===== src/char_lcd_4bit_message_writer_macros.svh =====
// Assertion macros used by the character display writer back end.
`ifndef CHAR_LCD_4BIT_MESSAGE_WRITER_MACROS_SVH
`define CHAR_LCD_4BIT_MESSAGE_WRITER_MACROS_SVH

// Same-cycle implication, checked on every rising edge outside reset.
`define CLW_ASSERT_NOW(label, ante, cons) \
	label: assert property (@(posedge clk) disable iff (!arst_n) (ante) |-> (cons)) \
		else $error("char display writer assertion failed");

// Next-cycle implication, checked on every rising edge outside reset.
`define CLW_ASSERT_NEXT(label, ante, cons) \
	label: assert property (@(posedge clk) disable iff (!arst_n) (ante) |=> (cons)) \
		else $error("char display writer assertion failed");

`endif


===== src/clw_pkg.sv =====
// Shared types and constants for the character display message writer.
package clw_pkg;

	localparam logic [1:0] OP_INIT  = 2'd0;
	localparam logic [1:0] OP_START = 2'd1;
	localparam logic [1:0] OP_CHAR  = 2'd2;

	localparam logic [1:0] REG_SETTLE = 2'd0;
	localparam logic [1:0] REG_BYTE   = 2'd1;
	localparam logic [1:0] REG_CLEAR  = 2'd2;

	localparam logic [7:0] CMD_FUNCSET = 8'h28;
	localparam logic [7:0] CMD_DISPON  = 8'h0C;
	localparam logic [7:0] CMD_ENTRY   = 8'h06;
	localparam logic [7:0] CMD_CLEAR   = 8'h01;
	localparam logic [7:0] CMD_DDRAM   = 8'h80;
	localparam logic [7:0] ROW2_ADDR   = 8'h40;
	localparam logic [3:0] WAKE_NIB    = 4'h3;
	localparam logic [3:0] FOURBIT_NIB = 4'h2;
	localparam logic [7:0] NIB_MASK    = 8'h0F;

	localparam logic [15:0] WAKE_FIRST_US  = 16'd5000;
	localparam logic [15:0] WAKE_SECOND_US = 16'd1000;

	localparam logic [9:0]  SETTLE_RST = 10'd100;
	localparam logic [13:0] BYTE_RST   = 14'd2000;
	localparam logic [13:0] CLEAR_RST  = 14'd5000;

	localparam int QUEUE_DEPTH = 4;
	localparam int QPTR_W      = 2;
	localparam int QCNT_W      = 3;

	localparam logic [3:0] INIT_STEPS  = 4'd12;
	localparam logic [3:0] START_STEPS = 4'd4;
	localparam logic [3:0] CHAR_STEPS  = 4'd2;
	localparam logic [3:0] ROW2_STEPS  = 4'd4;

	typedef struct packed {
		logic [1:0] op;
		logic [7:0] char_code;
	} in_item_t;

	typedef struct packed {
		logic        rs;
		logic [3:0]  nibble;
		logic [15:0] wait_us;
		logic        last;
	} out_item_t;

	typedef struct packed {
		logic [9:0]  settle_us;
		logic [13:0] byte_us;
		logic [13:0] clear_us;
	} cfg_t;

	typedef enum logic [1:0] {
		JOB_INIT,
		JOB_START,
		JOB_CHAR,
		JOB_ROW2
	} job_kind_t;

	typedef struct packed {
		job_kind_t  kind;
		logic [7:0] code;
	} job_t;

endpackage


===== src/clw_front.sv =====
// Front end: accepts items, tracks the cursor position and queues strobe jobs.
module clw_front #(
	parameter int COLUMNS = 16
) (
	input  logic            clk,
	input  logic            arst_n,
	input  logic            push,
	input  logic            full,
	input  clw_pkg::in_item_t item,
	output logic            job_push,
	output clw_pkg::job_t   job
);

	localparam int POS_W = $clog2(2 * COLUMNS + 1);
	localparam logic [POS_W-1:0] POS_CLOSED = POS_W'(2 * COLUMNS);
	localparam logic [POS_W-1:0] POS_ROW2   = POS_W'(COLUMNS);

	logic             accept;
	logic [POS_W-1:0] position_q;
	logic [POS_W-1:0] position_d;

	assign accept = push && !full;

	always_comb begin
		position_d = position_q;
		job_push   = 1'b0;
		job.kind   = clw_pkg::JOB_CHAR;
		job.code   = item.char_code;
		unique case (item.op)
			clw_pkg::OP_INIT: begin
				job_push   = accept;
				job.kind   = clw_pkg::JOB_INIT;
				position_d = POS_CLOSED;
			end
			clw_pkg::OP_START: begin
				job_push   = accept;
				job.kind   = clw_pkg::JOB_START;
				position_d = '0;
			end
			clw_pkg::OP_CHAR: begin
				if (item.char_code == 8'h00) begin
					position_d = POS_CLOSED;
				end else if (position_q < POS_CLOSED) begin
					job_push   = accept;
					job.kind   = (position_q == POS_ROW2) ? clw_pkg::JOB_ROW2 : clw_pkg::JOB_CHAR;
					position_d = position_q + POS_W'(1);
				end
			end
			default: begin
				position_d = position_q;
			end
		endcase
	end

	always_ff @(posedge clk or negedge arst_n) begin
		if (!arst_n) begin
			position_q <= POS_CLOSED;
		end else if (accept) begin
			position_q <= position_d;
		end
	end

endmodule


===== src/clw_queue.sv =====
// Short job queue between the front end and the strobe sequencer.
module clw_queue (
	input  logic          clk,
	input  logic          arst_n,
	input  logic          wr_en,
	input  clw_pkg::job_t wr_data,
	output logic          full,
	input  logic          rd_en,
	output logic          rd_valid,
	output clw_pkg::job_t rd_data
);

	clw_pkg::job_t                   mem_q [clw_pkg::QUEUE_DEPTH];
	logic [clw_pkg::QPTR_W-1:0]      wr_ptr_q;
	logic [clw_pkg::QPTR_W-1:0]      rd_ptr_q;
	logic [clw_pkg::QCNT_W-1:0]      count_q;
	logic                            do_wr;
	logic                            do_rd;

	assign full     = (count_q == clw_pkg::QCNT_W'(clw_pkg::QUEUE_DEPTH));
	assign rd_valid = (count_q != '0);
	assign rd_data  = mem_q[rd_ptr_q];
	assign do_wr    = wr_en && !full;
	assign do_rd    = rd_en && rd_valid;

	always_ff @(posedge clk) begin
		if (do_wr) begin
			mem_q[wr_ptr_q] <= wr_data;
		end
	end

	always_ff @(posedge clk or negedge arst_n) begin
		if (!arst_n) begin
			wr_ptr_q <= '0;
			rd_ptr_q <= '0;
			count_q  <= '0;
		end else begin
			if (do_wr) begin
				wr_ptr_q <= wr_ptr_q + clw_pkg::QPTR_W'(1);
			end
			if (do_rd) begin
				rd_ptr_q <= rd_ptr_q + clw_pkg::QPTR_W'(1);
			end
			if (do_wr && !do_rd) begin
				count_q <= count_q + clw_pkg::QCNT_W'(1);
			end else if (do_rd && !do_wr) begin
				count_q <= count_q - clw_pkg::QCNT_W'(1);
			end
		end
	end

endmodule


===== src/clw_back.sv =====
// Back end: steps through the strobes of each job and holds the result register.
`include "char_lcd_4bit_message_writer_macros.svh"

module clw_back (
	input  logic               clk,
	input  logic               arst_n,
	input  clw_pkg::cfg_t      cfg,
	input  logic               job_valid,
	input  clw_pkg::job_t      job,
	output logic               job_pop,
	input  logic               pop,
	output logic               empty,
	output clw_pkg::out_item_t result
);

	logic [3:0]         step_q;
	logic [3:0]         n_steps;
	logic [3:0]         init_off;
	logic               rs_c;
	logic [7:0]         byte_c;
	logic               wake_c;
	logic               half_c;
	logic               last_c;
	logic [15:0]        extra_c;
	logic               advance;
	logic               out_valid_q;
	clw_pkg::out_item_t out_q;
	clw_pkg::out_item_t strobe_c;

	assign init_off = step_q - 4'd4;
	assign half_c   = step_q[0];

	always_comb begin
		rs_c    = 1'b0;
		byte_c  = clw_pkg::CMD_CLEAR;
		wake_c  = 1'b0;
		n_steps = clw_pkg::CHAR_STEPS;
		unique case (job.kind)
			clw_pkg::JOB_INIT: begin
				n_steps = clw_pkg::INIT_STEPS;
				wake_c  = (step_q < 4'd4);
				case (init_off[2:1])
					2'd0:    byte_c = clw_pkg::CMD_FUNCSET;
					2'd1:    byte_c = clw_pkg::CMD_DISPON;
					2'd2:    byte_c = clw_pkg::CMD_ENTRY;
					default: byte_c = clw_pkg::CMD_CLEAR;
				endcase
			end
			clw_pkg::JOB_START: begin
				n_steps = clw_pkg::START_STEPS;
				byte_c  = step_q[1] ? clw_pkg::CMD_DDRAM : clw_pkg::CMD_CLEAR;
			end
			clw_pkg::JOB_CHAR: begin
				n_steps = clw_pkg::CHAR_STEPS;
				rs_c    = 1'b1;
				byte_c  = job.code;
			end
			clw_pkg::JOB_ROW2: begin
				n_steps = clw_pkg::ROW2_STEPS;
				rs_c    = step_q[1];
				byte_c  = step_q[1] ? job.code : (clw_pkg::CMD_DDRAM | clw_pkg::ROW2_ADDR);
			end
			default: begin
				n_steps = clw_pkg::CHAR_STEPS;
			end
		endcase
	end

	always_comb begin
		extra_c = '0;
		if (wake_c) begin
			if (step_q == 4'd0) begin
				extra_c = clw_pkg::WAKE_FIRST_US;
			end else if (step_q == 4'd1) begin
				extra_c = clw_pkg::WAKE_SECOND_US;
			end
		end else if (half_c) begin
			extra_c = {2'b00, cfg.byte_us};
			if (!rs_c && byte_c == clw_pkg::CMD_CLEAR) begin
				extra_c = {2'b00, cfg.byte_us} + {2'b00, cfg.clear_us};
			end
		end
	end

	assign last_c = (step_q == n_steps - 4'd1);

	always_comb begin
		strobe_c.rs      = rs_c;
		strobe_c.wait_us = {6'b000000, cfg.settle_us} + extra_c;
		strobe_c.last    = last_c;
		if (wake_c) begin
			strobe_c.nibble = (step_q == 4'd3) ? clw_pkg::FOURBIT_NIB : clw_pkg::WAKE_NIB;
		end else if (half_c) begin
			strobe_c.nibble = 4'(byte_c & clw_pkg::NIB_MASK);
		end else begin
			strobe_c.nibble = byte_c[7:4];
		end
	end

	assign advance = job_valid && (!out_valid_q || pop);
	assign job_pop = advance && last_c;
	assign empty   = !out_valid_q;
	assign result  = out_q;

	always_ff @(posedge clk or negedge arst_n) begin
		if (!arst_n) begin
			step_q      <= '0;
			out_valid_q <= 1'b0;
		end else begin
			if (advance) begin
				step_q      <= last_c ? 4'd0 : step_q + 4'd1;
				out_valid_q <= 1'b1;
			end else if (pop) begin
				out_valid_q <= 1'b0;
			end
		end
	end

	always_ff @(posedge clk) begin
		if (advance) begin
			out_q <= strobe_c;
		end
	end

	`CLW_ASSERT_NOW(a_step_in_range, job_valid, step_q < n_steps)
	`CLW_ASSERT_NOW(a_step_needs_job, step_q != 4'd0, job_valid)
	`CLW_ASSERT_NEXT(a_step_wraps, advance && last_c, step_q == 4'd0)
	`CLW_ASSERT_NEXT(a_strobe_loaded, advance, !empty)

endmodule


===== src/char_lcd_4bit_message_writer.sv =====
// Top level of the 4-bit character display message writer.
// Turns init, start and character items into display enable strobes, each with its
// register-select bit, nibble and hold-off time. An item is taken in the cycle it is
// offered whenever the four-entry job queue has room; items that cause no strobe
// still pass through the front end. The strobe sequencer issues one strobe per cycle
// into the result register while it is empty or being popped, and an item yields 2,
// 4 or 12 strobes; the first strobe of an item passes through the job queue into the
// result register behind any earlier job still in the queue or the result register.
module char_lcd_4bit_message_writer #(
	parameter int COLUMNS = 16
) (
	input  logic               clk,
	input  logic               arst_n,
	input  logic               push,
	output logic               full,
	input  clw_pkg::in_item_t  item,
	output logic               empty,
	input  logic               pop,
	output clw_pkg::out_item_t result,
	input  logic               cfg_we,
	input  logic [1:0]         cfg_idx,
	input  logic [13:0]        cfg_wdata
);

	clw_pkg::cfg_t cfg_q;
	clw_pkg::job_t front_job;
	clw_pkg::job_t queue_job;
	logic          front_push;
	logic          queue_valid;
	logic          queue_pop;

	always_ff @(posedge clk or negedge arst_n) begin
		if (!arst_n) begin
			cfg_q.settle_us <= clw_pkg::SETTLE_RST;
			cfg_q.byte_us   <= clw_pkg::BYTE_RST;
			cfg_q.clear_us  <= clw_pkg::CLEAR_RST;
		end else if (cfg_we) begin
			unique case (cfg_idx)
				clw_pkg::REG_SETTLE: cfg_q.settle_us <= cfg_wdata[9:0];
				clw_pkg::REG_BYTE:   cfg_q.byte_us   <= cfg_wdata;
				clw_pkg::REG_CLEAR:  cfg_q.clear_us  <= cfg_wdata;
				default:             cfg_q           <= cfg_q;
			endcase
		end
	end

	clw_front #(
		.COLUMNS(COLUMNS)
	) u_front (
		.clk     (clk),
		.arst_n  (arst_n),
		.push    (push),
		.full    (full),
		.item    (item),
		.job_push(front_push),
		.job     (front_job)
	);

	clw_queue u_queue (
		.clk     (clk),
		.arst_n  (arst_n),
		.wr_en   (front_push),
		.wr_data (front_job),
		.full    (full),
		.rd_en   (queue_pop),
		.rd_valid(queue_valid),
		.rd_data (queue_job)
	);

	clw_back u_back (
		.clk      (clk),
		.arst_n   (arst_n),
		.cfg      (cfg_q),
		.job_valid(queue_valid),
		.job      (queue_job),
		.job_pop  (queue_pop),
		.pop      (pop),
		.empty    (empty),
		.result   (result)
	);

endmodule


===== config.mk =====
export PLATFORM = sky130hd
export DESIGN_NAME = char_lcd_4bit_message_writer
export DESIGN_NICKNAME = d
export VERILOG_FILES = /design/src/clw_pkg.sv /design/src/clw_front.sv /design/src/clw_queue.sv /design/src/clw_back.sv /design/src/char_lcd_4bit_message_writer.sv
export VERILOG_INCLUDE_DIRS = /design/src /design/src/src
export SDC_FILE = /design/constraint.sdc
export NUM_CORES = 1
export LEC_CHECK = 0
export BUFFER_PORTS_ARGS = -buffer_cell sky130_fd_sc_hd__buf_2
export CORE_MARGIN = 4
export CORE_UTILIZATION = 65
export CTS_CLUSTER_SIZE = 16
export DETAILED_ROUTE_END_ITERATION = 16
export MAX_ROUTING_LAYER = met4
export PLACE_DENSITY = 0.86
export SLEW_MARGIN = 20
export SYNTH_ARGS = -nofsm -noshare
export SYNTH_HDL_FRONTEND = slang
export SYNTH_SLANG_ARGS = --single-unit

===== constraint.sdc =====
create_clock -name clk -period 11.7 [get_ports clk]
set_input_delay 1.755 -clock clk [delete_from_list [all_inputs] [get_ports clk]]
set_output_delay 1.755 -clock clk [all_outputs]
set_load 0.03 [all_outputs]

After elaboration in Yosys (flattened, before gate mapping)
Memory sizes are Yosys's and may differ from the RTL's.
Index checks and enable logic that the tools add are counted.
- flip-flop bits (word level): 78
- latch bits: 0
- memory bits (writable): 40
- ROM bits: 0
- output and inout bits: 24
- word-level logic and storage cells: 104
- memories kept: 1
- memories (memory ; depth ; bits a word ; read ports ; clocked after Yosys merged registers in ; wr ports ; RTL line ; source):
    u_queue.mem_q ; 4 ; 10 ; 1 ; 0 ; 1 ; clw_queue.sv:13 ; clw_pkg::job_t mem_q [clw_pkg::QUEUE_DEPTH];
- add/subtract/negate cells: 10
- multipliers: 0
- div/mod/pow operators: 0
- order comparisons: 2
- eq/ne operators: 16
- shift operators: 0
- muxes and demuxes: 32
- bitwise operators: 0
- reductions and logical operators: 30
- operator list (kind ; count):
    $mux W16 ; 4
    $pmux W6 S3 ; 2
    $pmux W8 S4 ; 1
    $add A10 B16 Y16 ; 1
    $mux W8 ; 2
    $add A14 B14 Y15 ; 1
    $mux W4 ; 3
    $mux W6 ; 2
    $pmux W4 S3 ; 1
    $eq A2 B2 Y1 const B ; 5
    $mux W10 ; 1
    $mux W1 ; 9
    $eq A2 B1 Y1 const B ; 4
    $eq A8 B1 Y1 const B ; 1
    $logic_and A1 B1 Y1 ; 8
    $logic_not A2 Y1 ; 4
    $logic_not A8 Y1 ; 1
    $add A6 B1 Y6 const B ; 1
    $eq A6 B5 Y1 const B ; 1
    $lt A6 B6 Y1 const B ; 1
    $mux W3 ; 2
    $pmux W2 S3 ; 1
    $reduce_and A2 Y1 ; 3
    $reduce_bool A3 Y1 ; 2
    20 further kinds ; 29

Logic depth before layout (Yosys ltp)
Gate-level depths: netlist of run 1.
- depth in word-level cells: 11
- mapped depth: 19
- mapped depth without buffers: 18

Modules after synthesis
From an unflattened synthesis of run 1, not the netlist that was laid out.
- cells, all modules: 540
- area, all modules: 6586.3 sq um
- modules (own cells, without submodules) (module ; times used ; cells an instance ; area an instance (sq um) ; seq. area each (sq um)):
    clw_back ; 1 ; 301 ; 2642.5 ; 785.8
    clw_queue ; 1 ; 87 ; 1879.3 ; 1376.3
    char_lcd_4bit_message_writer ; 1 ; 82 ; 1482.7 ; 968.4
    clw_front ; 1 ; 70 ; 581.8 ; 151.4

Worst setup path after synthesis of run 1
OpenSTA, ideal clock, no wires.
- path kind: input to register
- start point: input port pop
- end point: register u_queue.count_q[1] (netlist name)
- library setup time: 125 ps
- data arrival time: 4502 ps
- setup slack: 7073 ps
- stages: 7
- cells stage by stage: inv_1 -> a21oi_1 -> nand2_1 -> ha_1 -> inv_1 -> fa_1 -> mux2_2
- cells in the longest elaborated chain, start to end: 7
- RTL lines (what ; RTL line ; source):
    start: declaration ; char_lcd_4bit_message_writer.sv:18 ; input logic pop,
    $logic_or A1 B1 Y1 * ; clw_back.sv:100 ; assign advance = job_valid && (!out_valid_q || pop);
    $logic_and A1 B1 Y1 * ; clw_back.sv:100 ;
    named net u_back.advance ; clw_back.sv:25 ; logic advance;
    $logic_and A1 B1 Y1 * ; clw_back.sv:101 ; assign job_pop = advance && last_c;
    $logic_and A1 B1 Y1 * ; clw_queue.sv:24 ; assign do_rd = rd_en && rd_valid;
    $logic_not A1 Y1 ; clw_queue.sv:44 ; if (do_wr && !do_rd) begin
    $logic_and A1 B1 Y1 ; clw_queue.sv:44 ;
    $mux W3 or $reduce_bool A2 Y1 (tied branches) ; n/a ;
    end signal: assignment ; clw_queue.sv:45 ; count_q <= count_q + clw_pkg::QCNT_W'(1);
    end signal: assignment ; clw_queue.sv:47 ; count_q <= count_q - clw_pkg::QCNT_W'(1);
    end: declaration ; clw_queue.sv:16 ; logic [clw_pkg::QCNT_W-1:0] count_q;
Mark *: on every way through the listed nets, which the timed path passes. The rest lies on a longest branch.
A chain may end at the register's enable or synchronous reset.

==> impl_metrics.env, run 1 <==
export IMPL_outcome="finished, final reports clean"
export IMPL_core_sq_mm=0.009371
export IMPL_grt_pass1_vias=4511
export IMPL_internal_power_mw=1.217
export IMPL_dp_cells=689
export IMPL_period_needed_ps=5011
export IMPL_dr_first_iter_drc_count=215
export IMPL_row_count=35
export IMPL_min_path_type="register to register"
export IMPL_final_hold_viol_count=0
export IMPL_syn_inst=510
export IMPL_setup_ws_ps=6689
export IMPL_synth_seq_cells=118
export IMPL_antenna_cells=0
export IMPL_layout_cells_non_filler=721
export IMPL_cp_arrival_ps=5290
export IMPL_synth_area_sq_mm=0.006344
export IMPL_seq_power_share_pct=33.0
export IMPL_area_delta_synth_final_pct=16.27
export IMPL_pwr_share_comb_pct=40.7
export IMPL_leakage_nw=2.993
export IMPL_grt_max_degree=57
export IMPL_clock_latency_ps=530
export IMPL_port_buffers=54
export IMPL_dieArea_sq_mm=0.01140
export IMPL_num_vias=4299
export IMPL_numCtsBuffers=17
export IMPL_h_tree_depth=4
export IMPL_cts_resized=0
export IMPL_p_sw_share_pct=38.69
export IMPL_grt_overflow=0
export IMPL_routedWlPerCell_um=18.40
export IMPL_clockRootBuffer="clkbuf_8"
export IMPL_path_buf_inv=1
export IMPL_synth_distinct_cells=54
export IMPL_path_max_fanout=18
export IMPL_critical_path_slowest_cell="dfrtp_1"
export IMPL_vdd_ir_drop_max_mv=0.1429
export IMPL_initial_utilization_pct=67.69
export IMPL_routed_via_density=5.963
export IMPL_ys_warn_count=0
export IMPL_power_frac_clock_pct=26.4
export IMPL_clock_path_buffers=2
export IMPL_drtAntennaViolNets=0
export IMPL_clk_pin_slew_ps=60
export IMPL_antenna_found_initial=0
export IMPL_switching_power_mw=0.7680
export IMPL_synth_most_common_cell="edfxtp_1"
export IMPL_required_ps=11970
export IMPL_grtUsageTotal_pct=25.85
export IMPL_die_w_um=106.8
export IMPL_hpwl_mm=8.848
export IMPL_slowest_delay_ps=800
export IMPL_crit_type="register to register"
export IMPL_critPathLaunchType="register"
export IMPL_cts_tree="done"
export IMPL_postCtsHoldBufs=0
export IMPL_fmax_mhz=199.5
export IMPL_cts_setup_buffers=0
export IMPL_cp_end_kind="register"
export IMPL_slew_headroom_pct=43.55
export IMPL_tns_ps=0
export IMPL_drive_gt1_share_pct=29.56
export IMPL_clkSinkCount=118
export IMPL_syn_num_nets=586
export IMPL_slew_viol_final=0
export IMPL_synth_top_area_share_pct=29.35
export IMPL_path_cells="mux4_2, or4_4, a21oi_4, mux2i_1, nor2_1, ha_1, inv_1, fa_1, nor2b_1, o2111ai_1, a31oi_1, a21o_1, a21oi_1, nor3_2, nand4_1, xor2_1"
export IMPL_fill_cells=555
export IMPL_grt_pass1_wl_mm=22.08
export IMPL_drcViolationCount=0
export IMPL_synth_area_top_cells="edfxtp_1, dfrtp_1, ha_1"
export IMPL_routed_wl_mm=13.26
export IMPL_p_per_area_mw_per_mm2=269.1
export IMPL_synth_edf_count=62
export IMPL_fin_nets=655
export IMPL_final_area_sq_mm=0.007376
export IMPL_rsz0062_at_grt="no"
export IMPL_synth_ff_type="edfxtp_1"
export IMPL_die_h_um=106.8
export IMPL_synthTopCellsByCount="edfxtp_1, ha_1, dfrtp_1"
export IMPL_cp_top_family="compound AO/OA/AOI/OAI gates"
export IMPL_regArea_sq_mm=0.003282
export IMPL_place_ws_ps=6773
export IMPL_place_area_sq_mm=0.006782
export IMPL_multiInputGateArea_sq_mm=0.002952
export IMPL_first_pass_iters=5
export IMPL_yosysTopAreaCell="edfxtp_1"
export IMPL_ys_async_sr_fraction_pct=47.46
export IMPL_io_pins=55
export IMPL_yosysSeqAreaShare_pct=51.74
export IMPL_drv_cap=0
export IMPL_synth_avg_cell_area_sq_um=12.44
export IMPL_worst_clock_skew_ps=13.48
export IMPL_tightest_slew_ps=844.1
export IMPL_setup_violations_final=0
export IMPL_finalCritPeriodShare_pct=42.83
export IMPL_place_gp_congestion=0.8928
==> per-stage QoR <==
step           hold WS (ps)  power, mW  utilization (%)
6_report              512.0      1.985            78.70
5_1_grt               531.2      2.103            78.70
4_1_cts               505.8      1.986            78.70
3_5_place_dp          486.5      1.436            72.36
3_3_place_gp          476.1      1.400            72.36
2_1_floorplan         456.0      1.256                -
==> layout make-up <==
| cell class | count | share of cell area (%) |
|---|---|---|
| sequential | 118 | 44.50 |
| multi-input combinational | 361 | 40.02 |
| clock buffer | 17 | 5.615 |
| timing repair buffer | 58 | 4.071 |
| clock inverter | 15 | 2.443 |
| tap | 129 | 2.188 |
| inverter | 23 | 1.170 |
==> state kept, by name, indices dropped and copies added (netlist names) <==
register,cells
cfg_q,38
u_back.out_valid_q,1
u_back.result,22
u_back.step_q,4
u_front.position_q,6
u_queue.count_q,3
u_queue.mem_q,40
u_queue.rd_ptr_q,2
u_queue.wr_ptr_q,2
==> power by group through the flow <==
stage	logic (mW)	clock network [mW]	registers, mW
4_1_cts	0.805	0.527	0.654
2_1_floorplan	0.547	0	0.709
5_1_grt	0.886	0.552	0.666
3_5_place_dp	0.779	0	0.657
6_report	0.807	0.524	0.654
3_3_place_gp	0.748	0	0.651
==> cell usage in the layout (no fill, tap or decap), types with 7 or more instances in the layout <==
| cell type | instances |
|---|---|
| a21oi_1 | 23 |
| and2_1 | 7 |
| buf_2 | 54 |
| clkbuf_16 | 16 |
| dfrtp_1 | 41 |
| dfstp_2 | 15 |
| edfxtp_1 | 62 |
| ha_1 | 42 |
| inv_1 | 22 |
| inv_6 | 7 |
| mux2_2 | 40 |
| mux2i_1 | 14 |
| mux4_2 | 11 |
| nand2_1 | 32 |
| nor2_1 | 27 |
| nor3_1 | 16 |
| o21ai_0 | 26 |
| o21ai_1 | 7 |
| or2_2 | 7 |
| xnor2_1 | 22 |
==> logic make-up after synthesis <==
family / share of synthesized area, %
and+or+nand+nor: 9.803
DFF: 51.74
AOI/OAI and AO/OA: 10.28
muxes: 13.21
adders and majority gates: 9.231
buffers and inverters: 1.874
xor gates and xnor gates: 3.866
==> final timing paths <==
kind / depth (start not counted) / end / startpoint / slack (ps)
max reg2reg: 16 / u_back.result[15] / u_queue.rd_ptr_q[0] / 6690
min reg2reg: 1 / u_queue.count_q[2] / u_queue.count_q[2] / 510
max in group asynchronous: 2 / cfg_q[10] / arst_n / 9830
min in group asynchronous: 2 / u_front.position_q[0] / arst_n / 1360
min: 1 / u_queue.count_q[2] / u_queue.count_q[2] / 510
max: 16 / u_back.result[15] / u_queue.rd_ptr_q[0] / 6690
==> per-layer routing <==
layer,vias to the layer above,global-route usage (%),routed length (um)
li1,2040,-,-
met1,2094,29.63,5225
met2,133,45.14,6949
met3,32,5.298,736
met4,0,9.406,351
met5,-,-,0
(Power assumes the default switching activity.)
==> run 2, diff against run 1 <==
CORE_UTILIZATION = 54   (was 65)
PLACE_DENSITY = 0.76   (was 0.86)
clock period = 4.5 ns   (was 11.7 ns; I/O delays follow)
==> impl_metrics.env, run 2 (synthesis results as in run 1) <==
export IMPL_dr_first_iter_drc_count=272
export IMPL_grt_overflow=0
export IMPL_cts_resized=0
export IMPL_rsz0062_at_grt="no"
export IMPL_switching_power_mw=1.905
export IMPL_path_cells="inv_1, ha_1, nand2_1, or4_4, a21oi_4, buf_4, mux2i_1, nor2_1, ha_1, and2_1, o21ai_0, a31oi_1, a21o_1, a21oi_1, nor3_2, nand4_1, xor2_1"
export IMPL_cp_common_cell="ha_1"
export IMPL_clock_latency_ps=410
export IMPL_internal_power_mw=3.201
export IMPL_io_pins=55
export IMPL_critPathLaunchType="register"
export IMPL_clkSinkCount=118
export IMPL_fill_cells=831
export IMPL_wl_met3_um=496
export IMPL_setup_violations_final=0
export IMPL_slew_headroom_pct=42.65
export IMPL_timing_rr_start="u_back.step_q[1]"
export IMPL_regMostFlops="u_queue.mem_q"
export IMPL_grt_pass1_wl_mm=21.65
export IMPL_min_path_type="input port to asynchronous set/reset pin"
export IMPL_cp_end_kind="register"
export IMPL_initial_utilization_pct=55.32
export IMPL_wl_met2_mm=6.688
export IMPL_antenna_found_initial=0
export IMPL_h_tree_depth=4
export IMPL_tightest_slew_ps=857.7
export IMPL_routedWlPerCell_um=17.22
export IMPL_largest_register_ffs=40
export IMPL_grtUsageTotal_pct=21.49
export IMPL_cp_arrival_ps=4370
export IMPL_crit_reg2reg_capture="u_back.result[15]"
export IMPL_slowest_delay_ps=460
export IMPL_first_pass_iters=5
export IMPL_required_ps=4650
export IMPL_grt_max_degree=57
export IMPL_outcome="finished, final reports clean"
export IMPL_fin_nets=658
export IMPL_slew_viol_final=0
export IMPL_p_per_area_mw_per_mm2=688.9
export IMPL_num_vias=4226
export IMPL_row_count=39
export IMPL_clk_pin_slew_ps=50
export IMPL_layout_common_cells="edfxtp_1, buf_2, ha_1"
export IMPL_numCtsBuffers=17
export IMPL_die_w_um=116.4
export IMPL_path_max_fanout=16
export IMPL_crit_type="register to register"
export IMPL_vdd_ir_drop_max_mv=0.5533
export IMPL_p_sw_share_pct=37.31
export IMPL_drive_gt1_share_pct=29.58
export IMPL_clockRootBuffer="clkbuf_16"
export IMPL_pwr_share_comb_pct=41.7
export IMPL_seq_power_share_pct=32.3
export IMPL_die_h_um=116.4
export IMPL_port_buffers=54
export IMPL_postLayoutCoreUtil_pct=64.63
export IMPL_area_delta_synth_final_pct=16.82
export IMPL_rr_worst_depth=17
export IMPL_grt_pass1_vias=4526
export IMPL_tns_ps=0
export IMPL_power_frac_clock_pct=26.0
export IMPL_drt_met1_wl_mm=5.160
export IMPL_final_hold_viol_count=0
export IMPL_postCtsHoldBufs=0
export IMPL_final_common_cell="edfxtp_1"
export IMPL_cts_tree="done"
export IMPL_clock_path_buffers=2
export IMPL_routed_via_density=5.726
export IMPL_dr_max_layer_used="met4"
export IMPL_critical_path_slowest_cell="dfrtp_1"
export IMPL_dieArea_sq_mm=0.01355
export IMPL_drv_cap=0
export IMPL_routed_wl_mm=12.71
export IMPL_finalCritPeriodShare_pct=93.76
export IMPL_period_needed_ps=4219
export IMPL_place_gp_congestion=0.9407
export IMPL_core_sq_mm=0.01147
export IMPL_antenna_cells=0
export IMPL_rrSetupSlack_ps=280
export IMPL_drcViolationCount=0
export IMPL_drtAntennaViolNets=0
export IMPL_fmax_mhz=237.0
export IMPL_worst_clock_skew_ps=9.046
export IMPL_hpwl_mm=9.241
export IMPL_leakage_nw=2.998
export IMPL_cts_setup_buffers=0
[run 2: changes by cell type in the layout (fill, tap and decap cells not counted), sizes merged]
cell      previous run  this run
clkinvlp             0         1
buf                 58        61
clkbuf              17        19
clkinv               3         6
inv                 33        27
[run 2: power groups by stage]
stage	logic, mW	clock network, mW	registers (mW)
2_1_floorplan	1.42	0	1.84
3_3_place_gp	2.03	0	1.66
3_5_place_dp	2.11	0	1.67
4_1_cts	2.13	1.35	1.65
5_1_grt	2.35	1.40	1.69
6_report	2.13	1.33	1.65
[run 2: worst max-delay path: cells and delay by family, from the launching register on]
kind            cells  cell delay (ps)
compound gates      5             1140
simple gates        6              920
mux                 1              250
flops               1              460
xor+xnor            1               60
buf+inv             2              450
fa+ha+maj           2              660
[run 2: per-stage QoR]
step,worst slack (ps),cells,area [sq um],hold WS [ps],power (mW)
final,280.9,738,7411,399.0,5.105
after global routing,29.63,738,7411,462.3,5.439
after CTS,284.9,738,7411,418.8,5.135
after detailed placement,363.4,706,6822,490.7,3.777
after global placement,499.9,706,6822,471.6,3.689
after floorplan,259.2,510,6344,379.4,3.266
[run 2: how the worst max path moves through the flow]
stage / start / endpoint / slack, ps / cells past startpoint
detailed placement: u_queue.rd_ptr_q[0] / u_back.result[15] / 360 / 15
floorplan: u_queue.rd_ptr_q[1] / u_back.result[15] / 260 / 18
finish: u_back.step_q[1] / u_back.result[15] / 280 / 17
global placement: u_queue.rd_ptr_q[0] / u_back.result[15] / 500 / 15
CTS: u_queue.rd_ptr_q[0] / u_back.result[15] / 280 / 15
global route: u_back.step_q[1] / u_back.result[13] / 30 / 17
[run 2: per-layer routing]
metal  vias to the layer above  track usage, %
met2                       106           36.69
met1                      2048           23.75
met4                         0           10.05
met5                         -               -
met3                        28           5.078
li1                       2044               -
[run 2: layout make-up]
cell class | count | area [sq um] | share of cell area [%]
Sequential cell | 118 | 3282 | 44.29
Multi-Input combinational cell | 361 | 2952 | 39.83
Clock buffer | 19 | 442.9 | 5.977
Timing Repair Buffer | 61 | 322.8 | 4.356
Tap cell | 143 | 178.9 | 2.414
Clock inverter | 13 | 146.4 | 1.975
Inverter | 23 | 86.33 | 1.165
==> run 3, diff against run 2 <==
CELL_PAD_IN_SITES_DETAIL_PLACEMENT = 0   (was default)
CELL_PAD_IN_SITES_GLOBAL_PLACEMENT = 1   (was default)
CORE_UTILIZATION = 30   (was 54)
PLACE_DENSITY = default   (was 0.76)
PLACE_DENSITY_LB_ADDON = 0.1   (was default)
==> impl_metrics.env, run 3 (synthesis results as in run 1) <==
export IMPL_finalCritPeriodShare_pct=93.95
export IMPL_fin_nets=660
export IMPL_clock_path_buffers=2
export IMPL_dieArea_sq_mm=0.02354
export IMPL_tns_ps=0
export IMPL_first_pass_iters=4
export IMPL_grt_pass1_wl_mm=23.72
export IMPL_grtUsageTotal_pct=13.13
export IMPL_cp_end_kind="register"
export IMPL_cts_resized=0
export IMPL_initial_utilization_pct=30.95
export IMPL_h_tree_depth=4
export IMPL_grt_max_degree=57
export IMPL_met1_usage_pct=15.19
export IMPL_critPathLaunchType="register"
export IMPL_min_path_type="input port to asynchronous set/reset pin"
export IMPL_slowest_delay_ps=460
export IMPL_dr_first_iter_drc_count=127
export IMPL_path_buf_inv=2
export IMPL_rsz0062_at_grt="no"
export IMPL_die_h_um=153.4
export IMPL_regMostFlops="u_queue.mem_q"
export IMPL_die_w_um=153.4
export IMPL_largest_register_ffs=40
export IMPL_leakage_nw=2.983
export IMPL_grt_pass1_vias=4528
export IMPL_routedWlPerCell_um=16.77
export IMPL_numCtsBuffers=17
export IMPL_path_cells="inv_1, ha_1, nand2_1, or4_4, a21oi_4, mux2i_1, nor2_1, ha_1, inv_1, fa_1, nor2b_1, o2111ai_1, a31oi_2, a21o_1, a21oi_1, nor3_2, nand4_1, xor2_1"
export IMPL_final_common_cell="edfxtp_1"
export IMPL_clk_pin_slew_ps=60
export IMPL_fin_total_pwr_mw=5.095
export IMPL_io_pins=55
export IMPL_top_usage_layer="met2"
export IMPL_met3_usage_pct=3.138
export IMPL_cts_tree="done"
export IMPL_antenna_cells=0
export IMPL_slew_viol_final=0
export IMPL_clock_latency_ps=420
export IMPL_tightest_slew_ps=988.8
export IMPL_area_delta_synth_final_pct=19.27
export IMPL_crit_type="register to register"
export IMPL_vdd_ir_drop_max_mv=0.2363
export IMPL_row_count=52
export IMPL_fmax_mhz=236.5
export IMPL_routed_via_density=4.819
export IMPL_setup_violations_final=0
export IMPL_drive_gt1_share_pct=29.98
export IMPL_worst_clock_skew_ps=12.85
export IMPL_final_hold_viol_count=0
export IMPL_clockRootBuffer="clkbuf_16"
export IMPL_slew_headroom_pct=33.88
export IMPL_layout_common_cells="edfxtp_1, buf_2, ha_1"
export IMPL_place_ws_ps=255.8
export IMPL_cts_setup_buffers=0
export IMPL_drv_cap=0
export IMPL_path_max_fanout=7
export IMPL_drtAntennaViolNets=0
export IMPL_drcViolationCount=0
export IMPL_cp_top_family="simple AND/OR/NAND/NOR gates"
export IMPL_routed_wl_mm=14.54
export IMPL_outcome="finished, final reports clean"
export IMPL_num_vias=4178
export IMPL_critical_path_slowest_cell="dfrtp_1"
export IMPL_postCtsHoldBufs=0
export IMPL_p_per_area_mw_per_mm2=673.4
export IMPL_hpwl_mm=10.63
export IMPL_setup_ws_ps=272.4
export IMPL_period_needed_ps=4228
export IMPL_core_sq_mm=0.02049
export IMPL_gr_usage_met2_pct=22.47
export IMPL_cp_arrival_ps=4380
export IMPL_required_ps=4650
export IMPL_port_buffers=54
export IMPL_antenna_found_initial=0
export IMPL_clkSinkCount=118
export IMPL_grt_overflow=0
export IMPL_place_gp_congestion=0.7671
-- run 3: cell type report --
class / count / area (sq um)
multi-input combinational: 361 / 2965
inverter: 23 / 86.33
clock inverter: 14 / 115.1
timing repair buffer: 63 / 350.3
fill: 2015 / 12930
tap: 270 / 337.8
clock buffer: 18 / 429.2
sequential: 118 / 3282
-- run 3: worst paths after layout --
check,start,to,slack [ps],cells after the start
setup / recovery,u_back.step_q[1],u_back.result[15],270,18
hold reg to reg,u_queue.count_q[2],u_queue.count_q[2],490,1
hold / removal,arst_n,cfg_q[35],420,2
setup reg to reg,u_back.step_q[1],u_back.result[15],270,18
max in group asynchronous,arst_n,u_queue.count_q[2],3570,2
min in group clk,pop,u_back.out_valid_q,460,2
-- run 3: metal layers --
layer | wire [um] | part of all wire (%) | vias up
met4 | 238 | 1.6 | 0
met3 | 398 | 2.7 | 15
met1 | 6374 | 44 | 2054
li1 | - | - | 2047
met2 | 7526 | 52 | 62
met5 | 0 | 0 | -
-- run 3: per-stage QoR --
| stage | hold slack [ps] | instances | utilization [%] | area (sq um) |
|---|---|---|---|---|
| after floorplan | 379.4 | 510 | - | 6344 |
| after global placement | 477.9 | 835 | 34.23 | 7015 |
| after detailed placement | 474.3 | 835 | 34.23 | 7015 |
| after CTS | 443.5 | 867 | 36.89 | 7560 |
| after global routing | 471.8 | 867 | 36.92 | 7566 |
| final | 424.9 | 867 | 36.92 | 7566 |
-- run 3: where the power goes --
group / switching, mW / total, mW / internal (mW) / leakage [nW]
Sequential: 0.156 / 1.65 / 1.49 / 1.23
Clock: 0.542 / 1.26 / 0.717 / 0.255
Combinational: 1.29 / 2.19 / 0.896 / 1.50
Total: 1.99 / 5.09 / 3.11 / 2.98
